===== src/rtl/rrts_pkg.sv =====
`timescale 1ns / 1ps

package rrts_pkg;

  localparam int unsigned NUM_TASKS_DEF   = 8;
  localparam int unsigned STACK_BYTES_DEF = 1024;
  localparam int unsigned FRAME_BYTES     = 64;

  localparam int unsigned OP_W     = 3;
  localparam int unsigned TID_W    = 3;
  localparam int unsigned SP_W     = 32;
  localparam int unsigned STATUS_W = 2;
  localparam int unsigned IDX_W    = 3;

  localparam logic [SP_W-1:0] STACK_BASE_RESET = 32'h2000_0000;

  typedef enum logic [OP_W-1:0] {
    OP_CREATE  = 3'd0,
    OP_SWITCH  = 3'd1,
    OP_PAUSE   = 3'd2,
    OP_RESUME  = 3'd3,
    OP_DESTROY = 3'd4
  } op_e;

  typedef enum logic [STATUS_W-1:0] {
    STS_OK         = 2'd0,
    STS_NO_FREE    = 2'd1,
    STS_NO_RUN     = 2'd2,
    STS_NOT_IN_USE = 2'd3
  } status_e;

  typedef enum logic {
    SCAN_FREE,
    SCAN_RUNNABLE
  } scan_mode_e;

  typedef enum logic [2:0] {
    S_IDLE,
    S_START,
    S_SCAN,
    S_READ,
    S_FINISH
  } state_e;

endpackage


===== src/rtl/rrts_stack_mem.sv =====
`timescale 1ns / 1ps

module rrts_stack_mem #(
  parameter int unsigned DEPTH = 8,
  parameter int unsigned AW    = 3,
  parameter int unsigned DW    = 32
) (
  input  logic          clk_i,
  input  logic          we_i,
  input  logic [AW-1:0] waddr_i,
  input  logic [DW-1:0] wdata_i,
  input  logic          re_i,
  input  logic [AW-1:0] raddr_i,
  output logic [DW-1:0] rdata_o
);

  logic [DW-1:0] mem [DEPTH];
  logic [DW-1:0] rdata_q;

  always_ff @(posedge clk_i) begin
    if (we_i) begin
      mem[waddr_i] <= wdata_i;
    end
  end

  always_ff @(posedge clk_i) begin
    if (re_i) begin
      rdata_q <= mem[raddr_i];
    end
  end

  assign rdata_o = rdata_q;

endmodule


===== src/rtl/rrts_slot_scan.sv =====
`timescale 1ns / 1ps

module rrts_slot_scan #(
  parameter int unsigned NUM_TASKS = 8,
  parameter int unsigned IW        = 3
) (
  input  rrts_pkg::scan_mode_e  mode_i,
  input  logic [IW-1:0]         cand_i,
  input  logic [NUM_TASKS-1:0]  in_use_i,
  input  logic [NUM_TASKS-1:0]  paused_i,
  output logic                  hit_o,
  output logic [IW-1:0]         cand_next_o
);

  import rrts_pkg::*;

  logic used;
  logic held;

  assign used = in_use_i[cand_i];
  assign held = paused_i[cand_i];

  always_comb begin
    case (mode_i)
      SCAN_FREE:     hit_o = !used;
      SCAN_RUNNABLE: hit_o = used && !held;
      default:       hit_o = 1'b0;
    endcase
  end

  // wrap to slot zero after the last slot
  assign cand_next_o = (cand_i == IW'(NUM_TASKS - 1)) ? '0 : cand_i + IW'(1);

endmodule


===== src/rtl/round_robin_task_slot_scheduler.sv =====
`timescale 1ns / 1ps

// Round-robin task slot scheduler. Each request arrives as one transfer on the
// s_axis side (tuser carries the operation) and gives exactly one transfer on
// the m_axis side (tuser carries the status). Create claims the lowest free
// slot and returns stack_base + (slot+1)*STACK_BYTES - 64; switch, pause and
// destroy save the incoming stack pointer for the current task and pick the
// next runnable slot after it, returning the pointer saved for that slot;
// resume clears a slot's pause mark. A single slot test unit examines one slot
// per cycle. Create runs start, slot scan and finish (output register load);
// switch, pause and destroy add a stack pointer memory read before finish;
// resume and unused codes skip the scan. s_axis_tready is high only while no
// request is being worked on; a result may wait in the output register while
// the next request is accepted. stack_base is written through cfg_we_i /
// cfg_wdata_i; the user must do so only while the block idles (not enforced).
module round_robin_task_slot_scheduler #(
  parameter int unsigned NUM_TASKS   = rrts_pkg::NUM_TASKS_DEF,
  parameter int unsigned STACK_BYTES = rrts_pkg::STACK_BYTES_DEF
) (
  input  logic        clk_i,
  input  logic        rst_ni,

  input  logic        cfg_we_i,
  input  logic [31:0] cfg_wdata_i,

  input  logic        s_axis_tvalid,
  output logic        s_axis_tready,
  // task_id [2:0], saved_sp [34:3], zero [39:35]
  input  logic [39:0] s_axis_tdata,
  // op [2:0]
  input  logic [2:0]  s_axis_tuser,

  output logic        m_axis_tvalid,
  input  logic        m_axis_tready,
  // task_index [2:0], stack_ptr [34:3], running_valid [35], zero [39:36]
  output logic [39:0] m_axis_tdata,
  // status [1:0]
  output logic [1:0]  m_axis_tuser
);

  import rrts_pkg::*;

  localparam int unsigned IW = (NUM_TASKS > 1) ? $clog2(NUM_TASKS) : 1;

  state_e state_q, state_d;

  logic [SP_W-1:0]      stack_base_q;
  logic [NUM_TASKS-1:0] in_use_q, in_use_d;
  logic [NUM_TASKS-1:0] paused_q, paused_d;
  logic [IW-1:0]        cur_q, cur_d;
  logic                 cur_valid_q, cur_valid_d;

  op_e              op_q, op_d;
  logic [TID_W-1:0] tid_q, tid_d;
  logic [SP_W-1:0]  sp_q, sp_d;
  logic [IW-1:0]    cand_q, cand_d;
  logic [IW-1:0]    cnt_q, cnt_d;
  scan_mode_e       mode_q, mode_d;

  status_e          res_status_q, res_status_d;
  logic [IDX_W-1:0] res_idx_q, res_idx_d;
  logic [SP_W-1:0]  res_sp_q, res_sp_d;

  logic             out_valid_q, out_valid_d;
  status_e          out_status_q;
  logic [IDX_W-1:0] out_idx_q;
  logic [SP_W-1:0]  out_sp_q;
  logic             out_rv_q;
  logic             out_load;

  logic          scan_hit;
  logic [IW-1:0] scan_cand;
  logic [IW-1:0] scan_next;

  logic            mem_we;
  logic [IW-1:0]   mem_waddr;
  logic [SP_W-1:0] mem_wdata;
  logic            mem_re;
  logic [SP_W-1:0] mem_rdata;

  logic [SP_W-1:0] create_sp;
  logic            tid_in_range;
  logic            scan_last;
  logic            in_accept;

  assign in_accept     = s_axis_tvalid && s_axis_tready;
  assign s_axis_tready = (state_q == S_IDLE);

  assign create_sp = stack_base_q
                   + ((SP_W'(cand_q) + SP_W'(1)) * SP_W'(STACK_BYTES))
                   - SP_W'(FRAME_BYTES);
  assign tid_in_range = (32'(tid_q) < 32'(NUM_TASKS));
  assign scan_last    = (cnt_q == IW'(NUM_TASKS - 1));

  // in the start cycle the unit gives the slot after the current one
  assign scan_cand = (state_q == S_START) ? cur_q : cand_q;

  rrts_slot_scan #(
    .NUM_TASKS (NUM_TASKS),
    .IW        (IW)
  ) u_scan (
    .mode_i      (mode_q),
    .cand_i      (scan_cand),
    .in_use_i    (in_use_q),
    .paused_i    (paused_q),
    .hit_o       (scan_hit),
    .cand_next_o (scan_next)
  );

  rrts_stack_mem #(
    .DEPTH (NUM_TASKS),
    .AW    (IW),
    .DW    (SP_W)
  ) u_mem (
    .clk_i   (clk_i),
    .we_i    (mem_we),
    .waddr_i (mem_waddr),
    .wdata_i (mem_wdata),
    .re_i    (mem_re),
    .raddr_i (cand_q),
    .rdata_o (mem_rdata)
  );

  always_ff @(posedge clk_i or negedge rst_ni) begin
    if (!rst_ni) begin
      stack_base_q <= STACK_BASE_RESET;
    end else if (cfg_we_i) begin
      stack_base_q <= cfg_wdata_i;
    end
  end

  always_ff @(posedge clk_i or negedge rst_ni) begin
    if (!rst_ni) begin
      state_q     <= S_IDLE;
      in_use_q    <= '0;
      paused_q    <= '0;
      cur_q       <= '0;
      cur_valid_q <= 1'b0;
      op_q        <= OP_CREATE;
      tid_q       <= '0;
      sp_q        <= '0;
      cand_q      <= '0;
      cnt_q       <= '0;
      mode_q      <= SCAN_FREE;
      out_valid_q <= 1'b0;
    end else begin
      state_q     <= state_d;
      in_use_q    <= in_use_d;
      paused_q    <= paused_d;
      cur_q       <= cur_d;
      cur_valid_q <= cur_valid_d;
      op_q        <= op_d;
      tid_q       <= tid_d;
      sp_q        <= sp_d;
      cand_q      <= cand_d;
      cnt_q       <= cnt_d;
      mode_q      <= mode_d;
      out_valid_q <= out_valid_d;
    end
  end

  always_ff @(posedge clk_i) begin
    res_status_q <= res_status_d;
    res_idx_q    <= res_idx_d;
    res_sp_q     <= res_sp_d;
    if (out_load) begin
      out_status_q <= res_status_q;
      out_idx_q    <= res_idx_q;
      out_sp_q     <= res_sp_q;
      out_rv_q     <= cur_valid_q;
    end
  end

  always_comb begin
    state_d      = state_q;
    in_use_d     = in_use_q;
    paused_d     = paused_q;
    cur_d        = cur_q;
    cur_valid_d  = cur_valid_q;
    op_d         = op_q;
    tid_d        = tid_q;
    sp_d         = sp_q;
    cand_d       = cand_q;
    cnt_d        = cnt_q;
    mode_d       = mode_q;
    res_status_d = res_status_q;
    res_idx_d    = res_idx_q;
    res_sp_d     = res_sp_q;
    mem_we       = 1'b0;
    mem_waddr    = cur_q;
    mem_wdata    = sp_q;
    mem_re       = 1'b0;
    out_load     = 1'b0;

    case (state_q)
      S_IDLE: begin
        if (in_accept) begin
          op_d    = op_e'(s_axis_tuser);
          tid_d   = s_axis_tdata[2:0];
          sp_d    = s_axis_tdata[34:3];
          mode_d  = (op_e'(s_axis_tuser) == OP_CREATE) ? SCAN_FREE : SCAN_RUNNABLE;
          state_d = S_START;
        end
      end

      S_START: begin
        cnt_d = '0;
        case (op_q)
          OP_CREATE: begin
            cand_d  = '0;
            state_d = S_SCAN;
          end
          OP_SWITCH, OP_PAUSE, OP_DESTROY: begin
            if (cur_valid_q) begin
              mem_we = 1'b1;
              if (op_q == OP_PAUSE) begin
                paused_d[cur_q] = 1'b1;
              end
              if (op_q == OP_DESTROY) begin
                in_use_d[cur_q] = 1'b0;
                paused_d[cur_q] = 1'b0;
              end
              cand_d = scan_next;
            end else begin
              cand_d = '0;
            end
            state_d = S_SCAN;
          end
          OP_RESUME: begin
            res_idx_d = tid_q;
            res_sp_d  = '0;
            if (tid_in_range) begin
              paused_d[IW'(tid_q)] = 1'b0;
              res_status_d = in_use_q[IW'(tid_q)] ? STS_OK : STS_NOT_IN_USE;
            end else begin
              res_status_d = STS_NOT_IN_USE;
            end
            state_d = S_FINISH;
          end
          default: begin
            res_status_d = STS_OK;
            res_idx_d    = IDX_W'(cur_q);
            res_sp_d     = '0;
            state_d      = S_FINISH;
          end
        endcase
      end

      S_SCAN: begin
        if (scan_hit) begin
          res_status_d = STS_OK;
          res_idx_d    = IDX_W'(cand_q);
          if (mode_q == SCAN_FREE) begin
            mem_we           = 1'b1;
            mem_waddr        = cand_q;
            mem_wdata        = create_sp;
            in_use_d[cand_q] = 1'b1;
            paused_d[cand_q] = 1'b0;
            res_sp_d         = create_sp;
            state_d          = S_FINISH;
          end else begin
            mem_re      = 1'b1;
            cur_d       = cand_q;
            cur_valid_d = 1'b1;
            state_d     = S_READ;
          end
        end else if (scan_last) begin
          res_sp_d = '0;
          if (mode_q == SCAN_FREE) begin
            res_status_d = STS_NO_FREE;
            res_idx_d    = '0;
          end else begin
            res_status_d = STS_NO_RUN;
            res_idx_d    = IDX_W'(cur_q);
            cur_valid_d  = 1'b0;
          end
          state_d = S_FINISH;
        end else begin
          cand_d = scan_next;
          cnt_d  = cnt_q + IW'(1);
        end
      end

      S_READ: begin
        res_sp_d = mem_rdata;
        state_d  = S_FINISH;
      end

      S_FINISH: begin
        if (!out_valid_q || m_axis_tready) begin
          out_load = 1'b1;
          state_d  = S_IDLE;
        end
      end

      default: begin
        state_d = S_IDLE;
      end
    endcase
  end

  always_comb begin
    out_valid_d = out_valid_q;
    if (out_load) begin
      out_valid_d = 1'b1;
    end else if (m_axis_tready) begin
      out_valid_d = 1'b0;
    end
  end

  assign m_axis_tvalid = out_valid_q;
  assign m_axis_tuser  = out_status_q;
  assign m_axis_tdata  = {4'd0, out_rv_q, out_sp_q, out_idx_q};

  a_accept_starts : assert property (@(posedge clk_i) disable iff (!rst_ni)
    in_accept |=> (state_q == S_START))
    else $error("accepted transfer did not start work");

  a_read_runnable : assert property (@(posedge clk_i) disable iff (!rst_ni)
    mem_re |-> (in_use_q[cand_q] && !paused_q[cand_q]))
    else $error("stack pointer read for a slot that is not runnable");

  a_current_runnable : assert property (@(posedge clk_i) disable iff (!rst_ni)
    ((state_q == S_IDLE) && cur_valid_q) |-> (in_use_q[cur_q] && !paused_q[cur_q]))
    else $error("current task is free or paused while idle");

  a_result_from_finish : assert property (@(posedge clk_i) disable iff (!rst_ni)
    $rose(m_axis_tvalid) |-> $past(state_q == S_FINISH))
    else $error("result shown without a finished request");

endmodule

===== config.mk =====
export PLATFORM = sky130hd
export DESIGN_NAME = round_robin_task_slot_scheduler
export DESIGN_NICKNAME = d
export VERILOG_FILES = /design/src/rtl/rrts_pkg.sv /design/src/rtl/rrts_stack_mem.sv /design/src/rtl/rrts_slot_scan.sv /design/src/rtl/round_robin_task_slot_scheduler.sv
export SDC_FILE = /design/constraint.sdc
export NUM_CORES = 1
export LEC_CHECK = 0
export ABC_AREA = 1
export BUFFER_PORTS_ARGS = -buffer_cell sky130_fd_sc_hd__buf_2
export CAP_MARGIN = 20
export CORE_AREA = 2 2 169 204
export DETAILED_ROUTE_END_ITERATION = 10
export DIE_AREA = 0 0 171 206
export PLACE_DENSITY = 0.86
export SLEW_MARGIN = 10
export SYNTH_ARGS = -nofsm -noshare
export SYNTH_HDL_FRONTEND = slang
export SYNTH_SLANG_ARGS = --single-unit
export TNS_END_PERCENT = 20

===== constraint.sdc =====
create_clock -name clk_i -period 4.24 [get_ports clk_i]
set_input_delay 0 -clock clk_i [delete_from_list [all_inputs] [get_ports clk_i]]
set_output_delay 0 -clock clk_i [all_outputs]
set_load 0.005 [all_outputs]

-- After elaboration in Yosys (flattened, before gate mapping)
Memories as Yosys holds them, arrays and structs flattened. A register that Yosys moved wholly into a read port is not among the register bits.
Index checks and enable logic that the tools add are counted.
- magnitude comparators: 7
- reduce and logical (&&, ||, !) cells: 28
- add/subtract/negate cells: 5
- bitwise logic cells: 10
- multiplexer cells: 87
- eq/ne operators: 27
- operators with widths (operator ; count):
    32-bit two-way mux ; 7
    8-bit two-way mux ; 13
    32-bit case mux with 3 select lines ; 1
    3-bit two-way mux ; 19
    8-bit case mux with 2 select lines ; 3
    32-bit by 14-bit adder with 32-bit output ; 1
    8-bit bitwise AND ; 4
    32-bit by 7-bit subtractor with 32-bit output (second input constant) ; 1
    3-bit case mux with 2 select lines ; 5
    1-bit two-way mux ; 24
    8-bit NOT ; 3
    2-bit != test (second input constant) ; 9
    3-bit by 4-bit less-than comparator with 1-bit output (second input constant) ; 4
    8-bit OR ; 2
    3-bit case mux with 5 select lines ; 1
    3-bit by 2-bit == test with 1-bit output (second input constant) ; 4
    3-bit == test (second input constant) ; 4
    3-bit AND reduction ; 4
    4-bit AND reduction ; 3
    1-bit binary-select mux with 3-bit select ; 3
    1-bit demux with 3-bit select ; 3
    3-bit by 1-bit >= comparator with 1-bit output (second input constant) ; 3
    3-bit zero test ; 3
    3-bit != test (second input constant) ; 3
    19 further kinds ; 37
- bits in registers: 176
- memory bits (writable): 256
- memories: 1
- word-level logic and storage cells: 185
- memories (memory ; depth ; width ; read ports ; clocked after memory_dff ; write ports ; RTL line ; text):
    u_mem.mem ; 8 ; 32 ; 1 ; 1 ; 1 ; rrts_stack_mem.sv:17 ; logic [DW-1:0] mem [DEPTH];

-- Logic depth before layout (Yosys ltp)
- word-level depth: 14
- gate-level depth with buffers: 19
- mapped depth without buffers: 17

-- Modules after synthesis
Synthesis repeated with hierarchy kept, for this count alone.
- cell total of the unflattened synthesis: 2355
- area total of the unflattened synthesis: 22089.9 um2
- modules (own cells, without submodules) (module ; times used ; area an instance (um2) ; cells an instance ; seq. area each (um2)):
    rrts_stack_mem ; 1 ; 12192.9 ; 1156 ; 8648.3
    round_robin_task_slot_scheduler ; 1 ; 9655.5 ; 1148 ; 4780.8
    rrts_slot_scan ; 1 ; 241.5 ; 51 ; 0.0

-- Least setup slack after synthesis
OpenSTA, ideal clock, no wires.
- path kind: register -> register
- start point: register cand_q[0]
- end point: memory u_mem.mem[0][20], data pin
- arrival: 3.354 ns
- buffers on the path: 2
- clock period less this slack: 3.619 ns
- cell stages (with the launch flop): 16
- slack: 0.621 ns
- setup time: 0.265 ns
- path through: dfrtp_1 > buf_2 > clkinv_1 > nor3_1 > clkbuf_1 > inv_1 > ha_1 > inv_1 > ha_1 > nand2_1 > nor2_1 > inv_1 > o21ai_0 > a21oi_1 > xor2_1 > o21ai_0
- word-level cells in the longest chain between the ends: 8
- ends and longest elaborated chain (what ; RTL line ; text):
    from (decl) ; round_robin_task_slot_scheduler.sv:56 ; logic [IW-1:0] cand_q, cand_d;
    from (signal assigned) ; round_robin_task_slot_scheduler.sv:155 ; cand_q <= cand_d;
    branches (longest 6 deep; another with 32-bit by 14-bit adder with 32-bit output) ; - ;
    32-bit two-way mux * ; round_robin_task_slot_scheduler.sv:250 ; if (scan_hit) begin
    32-bit two-way mux * ; round_robin_task_slot_scheduler.sv:195 ; case (state_q)
    net mem_wdata[20] ; round_robin_task_slot_scheduler.sv:77 ; logic [SP_W-1:0] mem_wdata;
    to (decl) ; rrts_stack_mem.sv:17 ;
Mark *: on every way through the listed nets, which the timed path passes. The select of a mux whose other input is x is not followed.

-- Worst setup path after layout
- start point: register cand_q[0]
- end point: memory u_mem.mem[1][18], data pin
The elaborated chain is that of the path after synthesis.

==> summary.md <==
| Metric | Value |
|---|---|
| DRT Wirelength | 53400 microns |
| CTS Buf Count | 42 |
| CTS sink cnt | 464 |
| Layout cells sized above 1 | 16.4% |
| Crit-path max FO | 9 |
| Sw frac | 31.6% |
| RSZ-0062 raised after global routing | false |
| Vias in the first global route | 14500 |
| DR WL/cell | 23.3 microns |
| GR Overflow Total | 0 |
| Comb power frac | 24.3% |
| FF-to-FF path depth | 12 |
| Critical R2R Capture | u_mem.mem[1][18]$_DFFE_PP_ |
| Warnings from Yosys | 0 |
| Core Rows | 74 |
| Final net count | 1915 |
| First-pass GRT wire length | 80800 microns |
| Boundary Pins | 124 |
| Fin crit period | 4.03 ns |
| DRC viols | 0 |
| Slew Limit Headroom | 18.1% |
| Most used DFF post-synth | edfxtp_1 |
| Initial core utilization | 58.5% |
| Status | finished clean |
| Final antenna-violating net count | 0 |
| Synthesized flop and latch total | 464 |
| PortBufs | 114 |
| Area growth from synthesis to layout | 17.1% |
| WP buf/inv | 2 |
| Clock Latency Late Sink | 0.57 ns |
| Cell taking the most area after synthesis | edfxtp_1 |
| Antenna violations before repair | 0 |
| Post-Syn Area | 0.0196 sq mm |
| LEAKAGE | 8.95 nW |
| R2R Setup Slk | 0.21 ns |
| Final Max Slew Viols | 0 |
| Total power draw | 13.6 mW |
| Total GRT Usage | 30.6% |
| Count leader, synth | edfxtp_1 |
| Setup TNS Final | 0 ns |
| Vias per cell | 6.23 |
| Post-synthesis cell count | 1593 |
| EDFF count, synth | 363 |
| Max H-tree Level | 2 |
| Post-synth ARST share | 21.8% |
| Critical Path Source Type | register |
| P per Cell Area | 592 mW/mm^2 |
| Max clock buf depth | 3 |
| Max Cap Viol | 0 |
| P_int | 9.31 mW |
| Non-Filler Instances | 2291 |
| Count of cell types in the netlist | 51 |
| CTS root buf | clkbuf_16 |
| Seq/Total Area, Yosys | 68.5% |
| ANT cells | 0 |
| Share of the synthesized area in the top cell type | 55.6% |
| DIE AREA | 0.0352 sq mm |
| Worst path arrival time | 4.21 ns |
| Initial DRC Count | 2236 |
| Crit-path cells | ha_1 > inv_1 > ha_1 > inv_1 > ha_1 > nand2_1 > o21ai_0 > a21oi_1 > o21ai_0 > a21oi_1 > xor2_1 > o21ai_0 |
| Hold crit path type | in2async |
| Worst vdd ir | 0.356 mV |
| Pre-antenna DRT Iters | 6 |
| Setup-failing EPs final | 0 |
| Critical path type | reg2reg |
| Final worst slack | 0.205 ns |
| Worst reg2reg startpoint | cand_q[0]$_DFFE_PN0P_ |
| Synthesized area per cell | 12.3 sq um |
| Die X | 171 microns |
| CORE AREA | 0.0335 sq mm |
| FMAX | 0.248 GHz |
| Vias | 14300 |
| Setup slack at placement | 0.342 ns |
| Tcrit/Tclk final | 95.2% |
| Tightest Pin Transition | 1.22 ns |
| Largest net degree at the start of global routing | 63 |
| Largest delay share family, worst path | compound AO/OA/AOI/OAI gates |
| Final Wtd Congestion | 0.897 |
| Die H | 206 microns |
| Hold Vio Cnt, Final | 0 |
| WP data required | 4.42 ns |
| Clk slew on worst S/H paths | 0.07 ns |
| CP endpoint kind | register |
| Max Clock Skew | 0.0333 ns |
| Synth top area cells | edfxtp_1, dfrtp_1, nand2_1 |
| Switching pwr | 4.29 mW |
| Slowest-stage cell, CP | o21ai_0 |
| Cells after DPL | 2136 |
| Clk network pwr share | 28.2% |
| DP Wirelength | 31600 microns |
| Post-synth top cells | edfxtp_1, nand2_1, inv_1, dfrtp_1, o21ai_0 |
| Largest stage delay, worst path | 0.91 ns |
| Share of total power in sequential cells | 47.5% |
| CTS tree | built |
through the flow:
stage,utilization [%],cell area (sq um),hold WS (ns)
after global placement,62.1,20800,0.0957
after floorplan,-,19600,-0.296
after detailed placement,62.1,20800,0.101
after CTS,68.4,22900,0.0563
final,68.5,23000,0.0559
after global routing,68.5,23000,0.139
layout make-up:
| type | count | area [sq um] |
|---|---|---|
| Clock buffer | 52 | 1120 |
| Clock inverter | 25 | 259 |
| Fill cell | 2104 | 10500 |
| Inverter | 121 | 457 |
| Multi-Input combinational cell | 946 | 5510 |
| Sequential cell | 464 | 13400 |
| Tap cell | 456 | 571 |
| Timing Repair Buffer | 227 | 1630 |
per-layer routing:
metal	global-route usage, %	share of wire, %	vias up
li1	-	-	6166
met1	38.6	36	6885
met2	49.6	48	1012
met3	6.84	11	218
met4	16.1	5.0	0
met5	0	0	-
cell families (layout without fill, tap and decap cells):
family / after synthesis / count (layout) / synth area share (%)
AO/OA/AOI/OAI: 304 / 304 / 10.1
other: 1 / 4 / 0.0191
adder cells (fa/ha/maj): 33 / 33 / 2.14
buffers and inverters: 186 / 425 / 3.90
flip-flops: 464 / 464 / 68.5
multiplexers: 34 / 34 / 1.95
AND/OR/NAND/NOR: 545 / 545 / 12.3
XOR/XNOR: 26 / 26 / 1.16
state kept, by name, summed over array words and instances, names as in the netlist, 7 cells and up, named ones only:
register and flops:
in_use_q 8, out_sp_q 32, paused_q 7, res_sp_q 32
sp_q 32, stack_base_q 32, u_mem.mem 256, u_mem.rdata_o 32
placed cells by master (no fill, tap or decap), drive strengths merged, types with 39 or more instances in the layout:
master         n
a21oi         60
a22oi         39
a22o          40
o21ai        112
edfxtp       363
clkbuf        55
dlygate4sd3   73
nand2        349
nand3         67
nor2          54
inv          121
buf          151
nand4         47
dfrtp        100
worst max-delay path by stage:
stage | from | endpoint | cells past startpoint
4_1_cts | cand_q[0]$_DFFE_PN0P_ | u_mem.mem[1][18]$_DFFE_PP_ | 12
2_1_floorplan | cand_q[0]$_DFFE_PN0P_ | u_mem.mem[0][20]$_DFFE_PP_ | 15
3_5_place_dp | cand_q[0]$_DFFE_PN0P_ | u_mem.mem[0][18]$_DFFE_PP_ | 12
5_1_grt | cand_q[0]$_DFFE_PN0P_ | u_mem.mem[1][18]$_DFFE_PP_ | 12
3_3_place_gp | cand_q[0]$_DFFE_PN0P_ | u_mem.mem[5][18]$_DFFE_PP_ | 12
6_report | cand_q[0]$_DFFE_PN0P_ | u_mem.mem[1][18]$_DFFE_PP_ | 12
power groups by stage:
stage / clock [mW] / combinational, mW / sequential (mW)
finish: 3.84 / 3.30 / 6.46
global route: 4.01 / 3.59 / 6.50
CTS: 3.82 / 3.14 / 6.42
detailed placement: 0 / 3.04 / 6.51
global placement: 0 / 2.93 / 6.48
floorplan: 0 / 2.03 / 6.39
timing repair:
item,CTS,global route
setup buffers,0,0
gates resized for setup,0,0
hold buffers,73,0
endpoints found under the hold margin,130,0
(Power assumes the default switching activity.)
